## src/rtl/edn_pkg.sv

```systemverilog
`timescale 1ns / 1ps

package edn_pkg;

    localparam int MAX_WORD_LEN = 16;
    localparam int LEN_W        = 5;
    localparam int CHAR_IDX_W   = 4;
    localparam int DIST_W       = 5;
    localparam int CHARS_W      = 64;
    localparam int HIT_CAP      = 8;
    localparam int HIT_SEL_W    = 3;
    localparam int COUNT_W      = 4;
    localparam int INDEX_BITS   = 16;
    localparam int CFG_IDX_W    = 3;
    localparam int CFG_DATA_W   = 64;

    // Configuration register indexes
    localparam logic [CFG_IDX_W-1:0] REG_QUERY_LOW  = 3'd0;
    localparam logic [CFG_IDX_W-1:0] REG_QUERY_HIGH = 3'd1;
    localparam logic [CFG_IDX_W-1:0] REG_QUERY_LEN  = 3'd2;
    localparam logic [CFG_IDX_W-1:0] REG_MAX_HITS   = 3'd3;
    localparam logic [CFG_IDX_W-1:0] REG_MAX_ERRORS = 3'd4;

    // Operands of one matrix cell
    typedef struct packed {
        logic [DIST_W-1:0] diag;
        logic [DIST_W-1:0] up;
        logic [DIST_W-1:0] left;
        logic              mismatch;
    } cell_in_t;

    // Saturate a length to the longest word
    function automatic logic [LEN_W-1:0] clamp_len(input logic [LEN_W-1:0] n);
        clamp_len = (n > LEN_W'(MAX_WORD_LEN)) ? LEN_W'(MAX_WORD_LEN) : n;
    endfunction

    // Pick one byte of a 16-byte word
    function automatic logic [7:0] get_byte(input logic [CHARS_W-1:0] lo,
                                            input logic [CHARS_W-1:0] hi,
                                            input logic [CHAR_IDX_W-1:0] idx);
        logic [2*CHARS_W-1:0] both;
        both = {hi, lo};
        get_byte = both[idx*8 +: 8];
    endfunction

    // Error limit (3*len+9)/10 for a clamped length, as a small table
    function automatic logic [DIST_W-1:0] err_limit(input logic [LEN_W-1:0] q);
        logic [DIST_W-1:0] r;
        r = '0;
        case (q) inside
            5'd0:                r = 5'd0;
            [5'd1:5'd3]:         r = 5'd1;
            [5'd4:5'd6]:         r = 5'd2;
            [5'd7:5'd10]:        r = 5'd3;
            [5'd11:5'd13]:       r = 5'd4;
            default:             r = 5'd5;
        endcase
        err_limit = r;
    endfunction

endpackage

```

## src/rtl/edn_if.sv

```systemverilog
`timescale 1ns / 1ps

interface edn_word_if;
    import edn_pkg::*;

    logic                 valid;
    logic                 ready;
    logic [CHARS_W-1:0]   word_chars_low;
    logic [CHARS_W-1:0]   word_chars_high;
    logic [LEN_W-1:0]     word_len;
    logic                 last_word;

    modport source (output valid, word_chars_low, word_chars_high, word_len, last_word,
                    input ready);
    modport sink   (input valid, word_chars_low, word_chars_high, word_len, last_word,
                    output ready);
endinterface

interface edn_hit_if;
    import edn_pkg::*;

    logic                  valid;
    logic                  ready;
    logic [INDEX_BITS-1:0] hit_index;
    logic [DIST_W-1:0]     hit_distance;
    logic                  found;
    logic                  last_hit;

    modport source (output valid, hit_index, hit_distance, found, last_hit, input ready);
    modport sink   (input valid, hit_index, hit_distance, found, last_hit, output ready);
endinterface

```

## src/rtl/edit_distance_nearest_words_top.sv

```systemverilog
`timescale 1ns / 1ps
// Each dictionary word walks a word_len x query_len matrix (lengths clamped to 16):
// the shared cell unit evaluates one edit-distance matrix cell per cycle.
// A word is taken only when the block is idle; the final word of a pass is followed by
// one result per cycle while the hit channel is ready (up to 8 results).
// rst_n clears control, pass state and configuration asynchronously; no clearing pass.
module edit_distance_nearest_words_top (
    input  logic                              clk,
    input  logic                              rst_n,
    input  logic                              cfg_we,
    input  logic [edn_pkg::CFG_IDX_W-1:0]     cfg_index,
    input  logic [edn_pkg::CFG_DATA_W-1:0]    cfg_data,
    edn_word_if.sink                          word,
    edn_hit_if.source                         hit
);
    import edn_pkg::*;

    typedef enum logic [3:0] {
        S_IDLE   = 4'b0001,
        S_CELL   = 4'b0010,
        S_DECIDE = 4'b0100,
        S_EMIT   = 4'b1000
    } state_t;

    state_t state_reg, state_next;

    // Configuration
    logic [CHARS_W-1:0] query_low_reg;
    logic [CHARS_W-1:0] query_high_reg;
    logic [LEN_W-1:0]   query_len_reg;
    logic [COUNT_W-1:0] max_hits_reg;
    logic [DIST_W-1:0]  max_errors_reg;

    // Latched word
    logic [CHARS_W-1:0] word_low_reg;
    logic [CHARS_W-1:0] word_high_reg;
    logic [LEN_W-1:0]   wlen_reg;
    logic               last_reg;

    // Matrix walk
    logic [DIST_W-1:0]  row_buf_reg [MAX_WORD_LEN];
    logic [LEN_W-1:0]   row_cnt_reg;
    logic [LEN_W-1:0]   col_cnt_reg;
    logic [DIST_W-1:0]  diag_reg;
    logic [DIST_W-1:0]  left_reg;

    // Pass state
    logic                  pass_active_reg;
    logic [DIST_W-1:0]     best_reg;
    logic [COUNT_W-1:0]    count_reg;
    logic [INDEX_BITS-1:0] word_cnt_reg;
    logic [INDEX_BITS-1:0] hit_list_reg [HIT_CAP];
    logic [HIT_SEL_W-1:0]  emit_reg;

    logic               in_xfer;
    logic               out_xfer;
    logic [LEN_W-1:0]   qlen;
    logic [LEN_W-1:0]   qlen_m1;
    logic [LEN_W-1:0]   in_wlen;
    logic [DIST_W-1:0]  limit;
    logic [COUNT_W-1:0] cap;
    logic [DIST_W-1:0]  word_dist;
    logic               take_better;
    logic               take_tie;
    logic [LEN_W-1:0]   row_m1;
    logic [LEN_W-1:0]   col_m1;
    logic [7:0]         word_char;
    logic [7:0]         query_char;
    cell_in_t           cell_in;
    logic [DIST_W-1:0]  cell_val;
    logic               col_done;
    logic               row_done;
    logic               emit_last;

    assign in_xfer  = word.valid && word.ready;
    assign out_xfer = hit.valid && hit.ready;
    assign word.ready = (state_reg == S_IDLE);

    assign qlen    = clamp_len(query_len_reg);
    assign qlen_m1 = qlen - LEN_W'(1);
    assign in_wlen = clamp_len(word.word_len);
    assign limit   = (err_limit(qlen) < max_errors_reg) ? err_limit(qlen) : max_errors_reg;
    assign cap     = (max_hits_reg > COUNT_W'(HIT_CAP)) ? COUNT_W'(HIT_CAP) : max_hits_reg;

    // Write configuration registers
    always_ff @(posedge clk or negedge rst_n)
    begin
        if (!rst_n)
        begin
            query_low_reg  <= '0;
            query_high_reg <= '0;
            query_len_reg  <= '0;
            max_hits_reg   <= COUNT_W'(1);
            max_errors_reg <= DIST_W'(2);
        end
        else if (cfg_we)
        begin
            unique case (cfg_index)
                REG_QUERY_LOW:  query_low_reg  <= cfg_data;
                REG_QUERY_HIGH: query_high_reg <= cfg_data;
                REG_QUERY_LEN:  query_len_reg  <= cfg_data[LEN_W-1:0];
                REG_MAX_HITS:   max_hits_reg   <= cfg_data[COUNT_W-1:0];
                REG_MAX_ERRORS: max_errors_reg <= cfg_data[DIST_W-1:0];
                default:        ;
            endcase
        end
    end

    // Select the characters for the current cell
    assign row_m1     = row_cnt_reg - LEN_W'(1);
    assign col_m1     = col_cnt_reg - LEN_W'(1);
    assign word_char  = get_byte(word_low_reg, word_high_reg, row_m1[CHAR_IDX_W-1:0]);
    assign query_char = get_byte(query_low_reg, query_high_reg, col_m1[CHAR_IDX_W-1:0]);

    always_comb
    begin
        cell_in.diag     = diag_reg;
        cell_in.up       = row_buf_reg[0];
        cell_in.left     = left_reg;
        cell_in.mismatch = (word_char != query_char);
    end

    edn_cell_unit u_cell (
        .cell_in  (cell_in),
        .cell_out (cell_val)
    );

    assign col_done = (col_cnt_reg == qlen);
    assign row_done = (row_cnt_reg == wlen_reg);

    // Hit decision
    assign word_dist = (qlen == '0) ? wlen_reg : row_buf_reg[qlen_m1[CHAR_IDX_W-1:0]];
    assign take_better = ((word_dist < best_reg) && (word_dist <= limit))
                      || ((word_dist == '0) && (count_reg == '0));
    assign take_tie    = (word_dist == best_reg) && (word_dist <= limit) && (count_reg < cap);

    assign emit_last = (count_reg == '0) || ({1'b0, emit_reg} + COUNT_W'(1) == count_reg);

    // Sequence the states
    always_comb
    begin
        state_next = state_reg;
        unique case (state_reg)
            S_IDLE:
            begin
                if (in_xfer)
                begin
                    if ((in_wlen == '0) || (qlen == '0))
                        state_next = S_DECIDE;
                    else
                        state_next = S_CELL;
                end
            end
            S_CELL:
            begin
                if (col_done && row_done)
                    state_next = S_DECIDE;
            end
            S_DECIDE:
            begin
                state_next = last_reg ? S_EMIT : S_IDLE;
            end
            S_EMIT:
            begin
                if (out_xfer && emit_last)
                    state_next = S_IDLE;
            end
            default: state_next = S_IDLE;
        endcase
    end

    always_ff @(posedge clk or negedge rst_n)
    begin
        if (!rst_n)
            state_reg <= S_IDLE;
        else
            state_reg <= state_next;
    end

    // Latch the word and walk the matrix one cell at a time
    always_ff @(posedge clk)
    begin
        if (in_xfer)
        begin
            word_low_reg  <= word.word_chars_low;
            word_high_reg <= word.word_chars_high;
            wlen_reg      <= in_wlen;
            last_reg      <= word.last_word;
            row_cnt_reg   <= LEN_W'(1);
            col_cnt_reg   <= LEN_W'(1);
            diag_reg      <= '0;
            left_reg      <= DIST_W'(1);
            for (int k = 0; k < MAX_WORD_LEN; k++)
            begin
                row_buf_reg[k] <= DIST_W'(k + 1);
            end
        end
        else if (state_reg == S_CELL)
        begin
            // Shift the row; the new cell lands at the row end
            for (int k = 0; k < MAX_WORD_LEN; k++)
            begin
                if (LEN_W'(k) == qlen_m1)
                    row_buf_reg[k] <= cell_val;
                else if (k < MAX_WORD_LEN - 1)
                    row_buf_reg[k] <= row_buf_reg[k + 1];
            end
            if (col_done)
            begin
                row_cnt_reg <= row_cnt_reg + LEN_W'(1);
                col_cnt_reg <= LEN_W'(1);
                diag_reg    <= row_cnt_reg;
                left_reg    <= row_cnt_reg + DIST_W'(1);
            end
            else
            begin
                col_cnt_reg <= col_cnt_reg + LEN_W'(1);
                diag_reg    <= row_buf_reg[0];
                left_reg    <= cell_val;
            end
        end
    end

    // Keep the pass state and the hit count
    always_ff @(posedge clk or negedge rst_n)
    begin
        if (!rst_n)
        begin
            pass_active_reg <= 1'b0;
            best_reg        <= '0;
            count_reg       <= '0;
            word_cnt_reg    <= '0;
            emit_reg        <= '0;
        end
        else
        begin
            if (in_xfer && !pass_active_reg)
            begin
                pass_active_reg <= 1'b1;
                best_reg        <= qlen;
                count_reg       <= '0;
            end
            if (state_reg == S_DECIDE)
            begin
                if (take_better)
                begin
                    count_reg <= COUNT_W'(1);
                    best_reg  <= word_dist;
                end
                else if (take_tie)
                begin
                    count_reg <= count_reg + COUNT_W'(1);
                end
                word_cnt_reg <= last_reg ? '0 : word_cnt_reg + INDEX_BITS'(1);
                emit_reg     <= '0;
            end
            if ((state_reg == S_EMIT) && out_xfer)
            begin
                if (emit_last)
                begin
                    pass_active_reg <= 1'b0;
                    count_reg       <= '0;
                end
                else
                begin
                    emit_reg <= emit_reg + HIT_SEL_W'(1);
                end
            end
        end
    end

    // Record hit indexes
    always_ff @(posedge clk)
    begin
        if (state_reg == S_DECIDE)
        begin
            if (take_better)
                hit_list_reg[0] <= word_cnt_reg;
            else if (take_tie)
                hit_list_reg[count_reg[HIT_SEL_W-1:0]] <= word_cnt_reg;
        end
    end

    // Present the results from the held pass state
    assign hit.valid        = (state_reg == S_EMIT);
    assign hit.found        = (count_reg != '0);
    assign hit.hit_index    = (count_reg == '0) ? '0 : hit_list_reg[emit_reg];
    assign hit.hit_distance = (count_reg == '0) ? '0 : best_reg;
    assign hit.last_hit     = emit_last;

endmodule

```

## src/rtl/edn_cell_unit.sv

```systemverilog
`timescale 1ns / 1ps

module edn_cell_unit (
    input  edn_pkg::cell_in_t            cell_in,
    output logic [edn_pkg::DIST_W-1:0]   cell_out
);
    import edn_pkg::*;

    logic [DIST_W:0] sub_cost;
    logic [DIST_W:0] del_cost;
    logic [DIST_W:0] ins_cost;
    logic [DIST_W:0] min_sd;
    logic [DIST_W:0] min_all;

    // Take the cheapest of substitute, delete and insert
    always_comb
    begin
        sub_cost = {1'b0, cell_in.diag} + {{DIST_W{1'b0}}, cell_in.mismatch};
        del_cost = {1'b0, cell_in.up} + (DIST_W+1)'(1);
        ins_cost = {1'b0, cell_in.left} + (DIST_W+1)'(1);
        min_sd   = (sub_cost < del_cost) ? sub_cost : del_cost;
        min_all  = (min_sd < ins_cost) ? min_sd : ins_cost;
    end

    assign cell_out = min_all[DIST_W-1:0];

endmodule

```

## src/flat_wrapper.sv

```systemverilog
// flat-port wrapper written by rule: the top's interface ports become plain ports
module edit_distance_nearest_words_top_flat import edn_pkg::*;
  (clk, rst_n, cfg_we, cfg_index, cfg_data, word_valid, word_word_chars_low, word_word_chars_high, word_word_len, word_last_word, word_ready, hit_valid, hit_hit_index, hit_hit_distance, hit_found, hit_last_hit, hit_ready);
  edn_word_if word_i ();
  edn_hit_if hit_i ();
  input  logic clk;
  input  logic rst_n;
  input  logic cfg_we;
  input  logic [edn_pkg::CFG_IDX_W-1:0] cfg_index;
  input  logic [edn_pkg::CFG_DATA_W-1:0] cfg_data;
  input wire logic [$bits(word_i.valid)-1:0] word_valid;
  input wire logic [$bits(word_i.word_chars_low)-1:0] word_word_chars_low;
  input wire logic [$bits(word_i.word_chars_high)-1:0] word_word_chars_high;
  input wire logic [$bits(word_i.word_len)-1:0] word_word_len;
  input wire logic [$bits(word_i.last_word)-1:0] word_last_word;
  output wire logic [$bits(word_i.ready)-1:0] word_ready;
  output wire logic [$bits(hit_i.valid)-1:0] hit_valid;
  output wire logic [$bits(hit_i.hit_index)-1:0] hit_hit_index;
  output wire logic [$bits(hit_i.hit_distance)-1:0] hit_hit_distance;
  output wire logic [$bits(hit_i.found)-1:0] hit_found;
  output wire logic [$bits(hit_i.last_hit)-1:0] hit_last_hit;
  input wire logic [$bits(hit_i.ready)-1:0] hit_ready;
  assign word_i.valid = word_valid;
  assign word_i.word_chars_low = word_word_chars_low;
  assign word_i.word_chars_high = word_word_chars_high;
  assign word_i.word_len = word_word_len;
  assign word_i.last_word = word_last_word;
  assign word_ready = word_i.ready;
  assign hit_valid = hit_i.valid;
  assign hit_hit_index = hit_i.hit_index;
  assign hit_hit_distance = hit_i.hit_distance;
  assign hit_found = hit_i.found;
  assign hit_last_hit = hit_i.last_hit;
  assign hit_i.ready = hit_ready;
  edit_distance_nearest_words_top u_core (.clk(clk), .rst_n(rst_n), .cfg_we(cfg_we), .cfg_index(cfg_index), .cfg_data(cfg_data), .word(word_i), .hit(hit_i));
endmodule
```

## config.mk

```make
export PLATFORM = sky130hd
export DESIGN_NAME = edit_distance_nearest_words_top_flat
export DESIGN_NICKNAME = d
export VERILOG_FILES = /design/src/rtl/edn_pkg.sv /design/src/rtl/edn_if.sv /design/src/rtl/edit_distance_nearest_words_top.sv /design/src/rtl/edn_cell_unit.sv /design/src/flat_wrapper.sv
export SDC_FILE = /design/constraint.sdc
export NUM_CORES = 1
export LEC_CHECK = 0
export ABC_CLOCK_PERIOD_IN_PS = 8520
export BUFFER_PORTS_ARGS = -buffer_cell sky130_fd_sc_hd__clkbuf_2
export CORE_ASPECT_RATIO = 1.2
export CORE_MARGIN = 2
export CORE_UTILIZATION = 40
export DETAILED_ROUTE_END_ITERATION = 8
export PLACE_DENSITY = 0.57
export SKIP_CTS_REPAIR_TIMING = 1
export SLEW_MARGIN = 20
export SYNTH_ARGS = -nofsm -noshare
export SYNTH_HDL_FRONTEND = slang
export SYNTH_SLANG_ARGS = --single-unit
```

## constraint.sdc

```tcl
create_clock -name clk -period 8.52 [get_ports clk]
set_input_delay 0.426 -clock clk [delete_from_list [all_inputs] [get_ports clk]]
set_output_delay 0.426 -clock clk [all_outputs]
set_load 0.01 [all_outputs]
```

Word-level counts from Yosys, hierarchy flattened
Memory sizes are Yosys's and may differ from the RTL's.
Index checks and enable logic that the tools add are counted.
- flip-flop bits (word level): 329
- memory bits (writable): 208
- logic and storage cells: 353
- memories: 2
- memory list (name ; words ; width ; rd ports ; clocked after memory_dff ; write ports ; RTL line ; source):
    u_core.hit_list_reg ; 8 ; 16 ; 1 ; 0 ; 1 ; edit_distance_nearest_words_top.sv:52 ; logic [INDEX_BITS-1:0] hit_list_reg [HIT_CAP];
    u_core.row_buf_reg ; 16 ; 5 ; 17 ; 0 ; 16 ; edit_distance_nearest_words_top.sv:41 ; logic [DIST_W-1:0] row_buf_reg [MAX_WORD_LEN];
- add/sub/neg operators: 12
- magnitude comparators: 17
- eq/ne operators: 31
- shift operators: 2
- multiplexer cells: 206
- bitwise operators: 31
- reduce and logical (&&, ||, !) cells: 33
- operators with widths (operator ; number):
    variable part select 128 x 8 -> 8 bit ; 2
    2-to-1 mux 5 bit ; 47
    2-to-1 mux 1 bit ; 138
    2-to-1 mux 16 bit ; 3
    2-to-1 mux 4 bit ; 11
    == test 4 x 5 -> 1 bit, first input constant ; 8
    OR 1 bit ; 31
    == test 3 x 5 -> 1 bit, first input constant ; 4
    logical NOT 5 bit ; 4
    adder 16 x 1 -> 16 bit, second input constant ; 1
    one-hot mux 4 bit (4 select lines) ; 1
    OR reduction 16 bit ; 1
    == test 5 bit ; 3
    2-to-1 mux 3 bit ; 5
    logical AND 1 bit ; 14
    adder 5 x 1 -> 6 bit, second input constant ; 2
    < comparator 6 bit ; 2
    AND reduction 2 bit ; 6
    adder 5 x 1 -> 5 bit, second input constant ; 2
    == test 2 x 5 -> 1 bit, first input constant ; 2
    greater-or-equal comparator 5 x 3 -> 1 bit, second input constant ; 2
    > comparator 5 bit, second input constant ; 2
    <= comparator 5 x 4 -> 1 bit, second input constant ; 2
    < comparator 5 bit ; 2
    other kinds (32) ; 37

Depth between registers and ports, before layout
- depth after elaboration: 20
- depth in mapped cells: 31

Modules after synthesis
From an unflattened synthesis, not the netlist that was laid out.
- cell total of the unflattened synthesis: 1672
- area, all modules: 24887.6 um^2
- modules (own cells, without submodules) (module ; times used ; cells an instance ; area an instance (um^2) ; seq. area each (um^2)):
    edit_distance_nearest_words_top ; 1 ; 1590 ; 24250.8 ; 15053.2
    edn_cell_unit ; 1 ; 82 ; 636.9 ; 0.0

Least setup slack after synthesis
No wires, ideal clock.
- path type: register -> register
- start: reg u_core.row_cnt_reg[0]
- end: mem u_core.row_buf_reg[4][4], data pin
- library setup time: 266 ps
- data arrival time: 7470 ps
- data required time: 8254 ps
- slack: 784 ps
- cell stages (with the launch flop): 31
- path buffers: 6
- cells stage by stage: dfxtp_1 clkbuf_1 clkbuf_1 inv_1 ha_1 buf_1 clkbuf_1 mux4_2 mux4_2 xor2_1 nor4_1 nand2_1 ha_1 ha_1 xor2_1 ha_1 o21ai_0 a221oi_1 o21ai_0 o31a_1 ha_1 a21o_1 a21o_1 a21oi_1 o21a_1 a31o_2 clkbuf_1 mux2_2 clkbuf_1 mux2i_1 nor2_1
- RTL lines (element ; RTL line ; source):
    from (decl) ; edit_distance_nearest_words_top.sv:42 ; logic [LEN_W-1:0] row_cnt_reg;
    from (signal assigned) ; edit_distance_nearest_words_top.sv:210 ; row_cnt_reg <= row_cnt_reg + LEN_W'(1);
    to (decl) ; edit_distance_nearest_words_top.sv:41 ;

==> summary.md <==
| Metric | Value |
|---|---|
| Routed wire per std cell | `21.9 µm` |
| Synth warn | `0` |
| Internal power | `6.82 mW` |
| Kind of cell adding the most delay to the critical path | `compound AO/OA/AOI/OAI gates` |
| Worst path most repeated cell | `ha_1` |
| Max Freq | `0.136 GHz` |
| TritonRoute pass-1 iters | `5` |
| First-pass GRT wire length | `94,300 µm` |
| Reg area | `15,100 µm²` |
| Worst-Margin Slew | `1.06 ns` |
| Largest net degree at the start of global routing | `106` |
| Die H | `277 µm` |
| Final period utilization | `0.861` |
| CP Data Required Time | `8.82 ns` |
| Post-synth top area cell | `edfxtp_1` |
| Crit-path cells | `inv_1, ha_1, buf_4, mux4_2, mux4_2, xor2_1, nor4_1, nand2_1, ha_1, and3_1, xor2_1, ha_1, o21ai_0, a221oi_1, o21ai_0, o31a_1, ha_1, a21o_1, a21o_1, a21oi_1, o21a_1, a31o_2, mux2i_1, o211ai_1` |
| Synth-to-layout area growth | `21.4%` |
| GR Util met2 | `0.323` |
| Drt initial violations | `967` |
| Library cells used by synthesis | `73` |
| Filler cell count | `5,301` |
| CP endpoint kind | `flip-flop` |
| Final setup violation count | `0` |
| Routed WL | `62,200 µm` |
| Total negative setup slack | `0 ns` |
| Ys async rst share | `0.326` |
| Number of remaining DRC errors | `0` |
| Critical path launch point type | `flip-flop` |
| Initial Util | `0.402` |
| R2R Path Start | `u_core.col_cnt_reg[1]$_SDFFE_PP0P_` |
| Initial antenna violation count | `6` |
| Hold path startpoint | `word_word_chars_low[57]` |
| Hold EP | `u_core.word_low_reg[57]$_DFFE_PP_` |
| Max-slew headroom | `0.291` |
| Layout cells sized above 1 | `0.333` |
| Area of the multi-input gates | `9330 µm²` |
| Register clock-pin slew on the reported worst setup and hold paths | `0.06 ns` |
| Die W | `231 µm` |
| Kind of critical path | `flip-flop to flip-flop` |
| TritonCTS clock tree | `yes` |
| TritonCTS Buffers | `54` |
| Synthesized area per cell | `15.2 µm²` |
| Die ar. | `64,100 µm²` |
| Crit Path Max Fanout | `32` |
| Met1 GRT Util | `0.259` |
| Combinational share of power | `0.381` |
| Mapped Cells | `1,636` |
| GPL Wtd Cong | `0.857` |
| Hpwl dp | `41,200 µm` |
| Min Tclk post-route | `7.34 ns` |
| FF-to-FF path depth | `24` |
| Number of global-route vias before repair | `15.6k` |
| Count of pins over their slew limit | `0` |
| Clock Skew | `0.0312 ns` |
| Peak supply drop | `0.231 mV` |
| Total power | `10.5 mW` |
| P_sw | `3.64 mW` |
| Clock Sinks | `537` |
| GR peak layer | `met2` |
| Most common cell after layout, fill and taps aside | `edfxtp_1` |
| Synth top area cells | `edfxtp_1, dfrtp_1, mux4_2` |
| Maxcap violations | `0` |
| Via count | `15.3k` |
| Root buf cell | `clkbuf_16` |
| Most used DFF post-synth | `edfxtp_1` |
| RSZ-0062 raised after global routing | `no` |
| Remaining Overflow, GRT | `0` |
| Slowest cell on the critical path | `a221oi_1` |
| R2r setup slk | `1.18 ns` |
| Arr. time, crit path | `7.64 ns` |
| Outcome | `complete, no violations` |
| Sequential power share | `0.375` |
| Sw Ratio | `0.348` |
| Synth Register Bits | `537` |
| Synth top area share | `0.414` |
| Met3 Usage GRT | `0.0320` |
| Total Routing Usage GR | `0.192` |
| Avg Vias per Cell | `5.38` |
| Mapped cell area | `24,800 µm²` |
| Final number of hold-violating endpoints | `0` |
| EDFF count, synth | `342` |
| Number of nets still failing antenna checks after routing | `0` |
| Max stage delay on crit path | `0.69 ns` |
| R2r endpoint | `u_core.row_buf_reg[13][1]$_SDFFCE_PP1P_` |
| H-tree Lvls | `2` |
| Port bufs | `230` |
| Hold_ws | `0.0230 ns` |
| Worst path bufs/invs | `2` |
| Layout Nets | `2,233` |
| Std-Cell Core Area | `61,700 µm²` |
| I/O pins | `231` |
| LEAKAGE | `11.5 nW` |
| Worst skew pair latency | `0.61 ns` |
| Num rows | `100` |
| Sequential share of the synthesized area | `0.607` |
| Clock Power Share | `0.244` |
| Max Root-Sink Buffers | `3` |
| Commonest cells after routing, fill and taps aside | `edfxtp_1, clkbuf_2, dfrtp_1, mux2_2, mux4_2` |
| Pwr dens | `347 nW/µm²` |
| Hold path cells | `1` |
| Max reg flops | `128` |
| Hold Path Class | `input port to flip-flop` |
-- layer usage --
layer,vias up,wire (µm)
met2,359,31000
met5,-,52
li1,6969,-
met3,95,2820
met4,8,1370
met1,7876,27000
-- final cells by class --
cell class,instances,area share
Sequential cell,537,0.500
Multi-Input combinational cell,966,0.310
Timing Repair Buffer,384,0.0873
Clock buffer,67,0.0488
Tap cell,816,0.0339
Clock inverter,34,0.0152
Inverter,40,0.00523
Antenna cell,1,0.0000831
-- worst register-to-register path: cells and delay by family (launching register included) --
kind	cells	cell delay, ns
AO/OA/AOI/OAI	10	2.31
XOR/XNOR	2	0.35
adder cells (fa/ha/maj)	4	1.13
buffers and inverters	2	0.47
flip-flops	1	0.45
multiplexers	3	1.67
AND/OR/NAND/NOR	3	0.67
-- power groups by stage --
stage               clock (mW)  combinational, mW  sequential (mW)
floorplan                    0               2.98             3.82
global placement             0               3.88             3.95
detailed placement           0               3.98             3.96
CTS                       2.62               3.99             3.92
global route              2.72               4.37             3.98
finish                    2.56               3.98             3.92
-- worst max path at each step --
stage	startpoint	endpoint	slack, ns	depth (start not counted)
2_1_floorplan	u_core.row_cnt_reg[0]$_SDFFE_PP1P_	u_core.row_buf_reg[4][4]$_SDFFCE_PN0P_	0.78	30
3_3_place_gp	u_core.row_cnt_reg[0]$_SDFFE_PP1P_	u_core.row_buf_reg[11][2]$_SDFFCE_PP1P_	0.97	23
3_5_place_dp	u_core.row_cnt_reg[0]$_SDFFE_PP1P_	u_core.row_buf_reg[12][2]$_SDFFCE_PP1P_	1.17	23
4_1_cts	u_core.row_cnt_reg[0]$_SDFFE_PP1P_	u_core.row_buf_reg[12][2]$_SDFFCE_PP1P_	1.12	23
5_1_grt	u_core.col_cnt_reg[1]$_SDFFE_PP0P_	u_core.row_buf_reg[12][2]$_SDFFCE_PP1P_	0.66	24
6_report	u_core.col_cnt_reg[1]$_SDFFE_PP0P_	u_core.row_buf_reg[13][1]$_SDFFCE_PP1P_	1.18	24
-- Yosys cell counts (all sizes together), types with 9 or more instances --
| cell | instances |
|---|---|
| inv | 40 |
| ha | 44 |
| xor2 | 35 |
| mux2 | 150 |
| o21ai | 40 |
| mux2i | 86 |
| dfrtp | 172 |
| nand2 | 99 |
| nor2 | 115 |
| dfxtp | 20 |
| nor4 | 9 |
| mux4 | 129 |
| and2 | 9 |
| edfxtp | 342 |
| a21oi | 27 |
| o211ai | 33 |
| buf | 18 |
| nor3 | 15 |
| nor2b | 11 |
| xnor2 | 19 |
| nand3 | 27 |
| clkbuf | 76 |
| and3 | 9 |
-- per-stage QoR --
stage / instance area [µm²] / setup slack (ns) / instances / util
final: 30100 / 1.18 / 2845 / 0.488
after global routing: 30100 / 0.663 / 2845 / 0.488
after CTS: 28900 / 1.12 / 2719 / 0.468
after detailed placement: 26900 / 1.17 / 2618 / 0.437
after global placement: 26900 / 0.975 / 2618 / 0.436
after floorplan: 24800 / 0.784 / 1637 / -
-- kinds of logic (layout without fill, tap and decap cells) --
kind of cell,count (synthesis),in the layout,share of synthesized area
AO/OA/AOI/OAI,165,165,0.0459
XOR/XNOR,54,54,0.0191
adder cells (fa/ha/maj),44,44,0.0222
buffers and inverters,134,525,0.0215
flip-flops,537,537,0.607
multiplexers,365,365,0.221
other,1,3,0.000151
AND/OR/NAND/NOR,336,336,0.0639
Note: power is estimated with default switching activity, not from simulation.
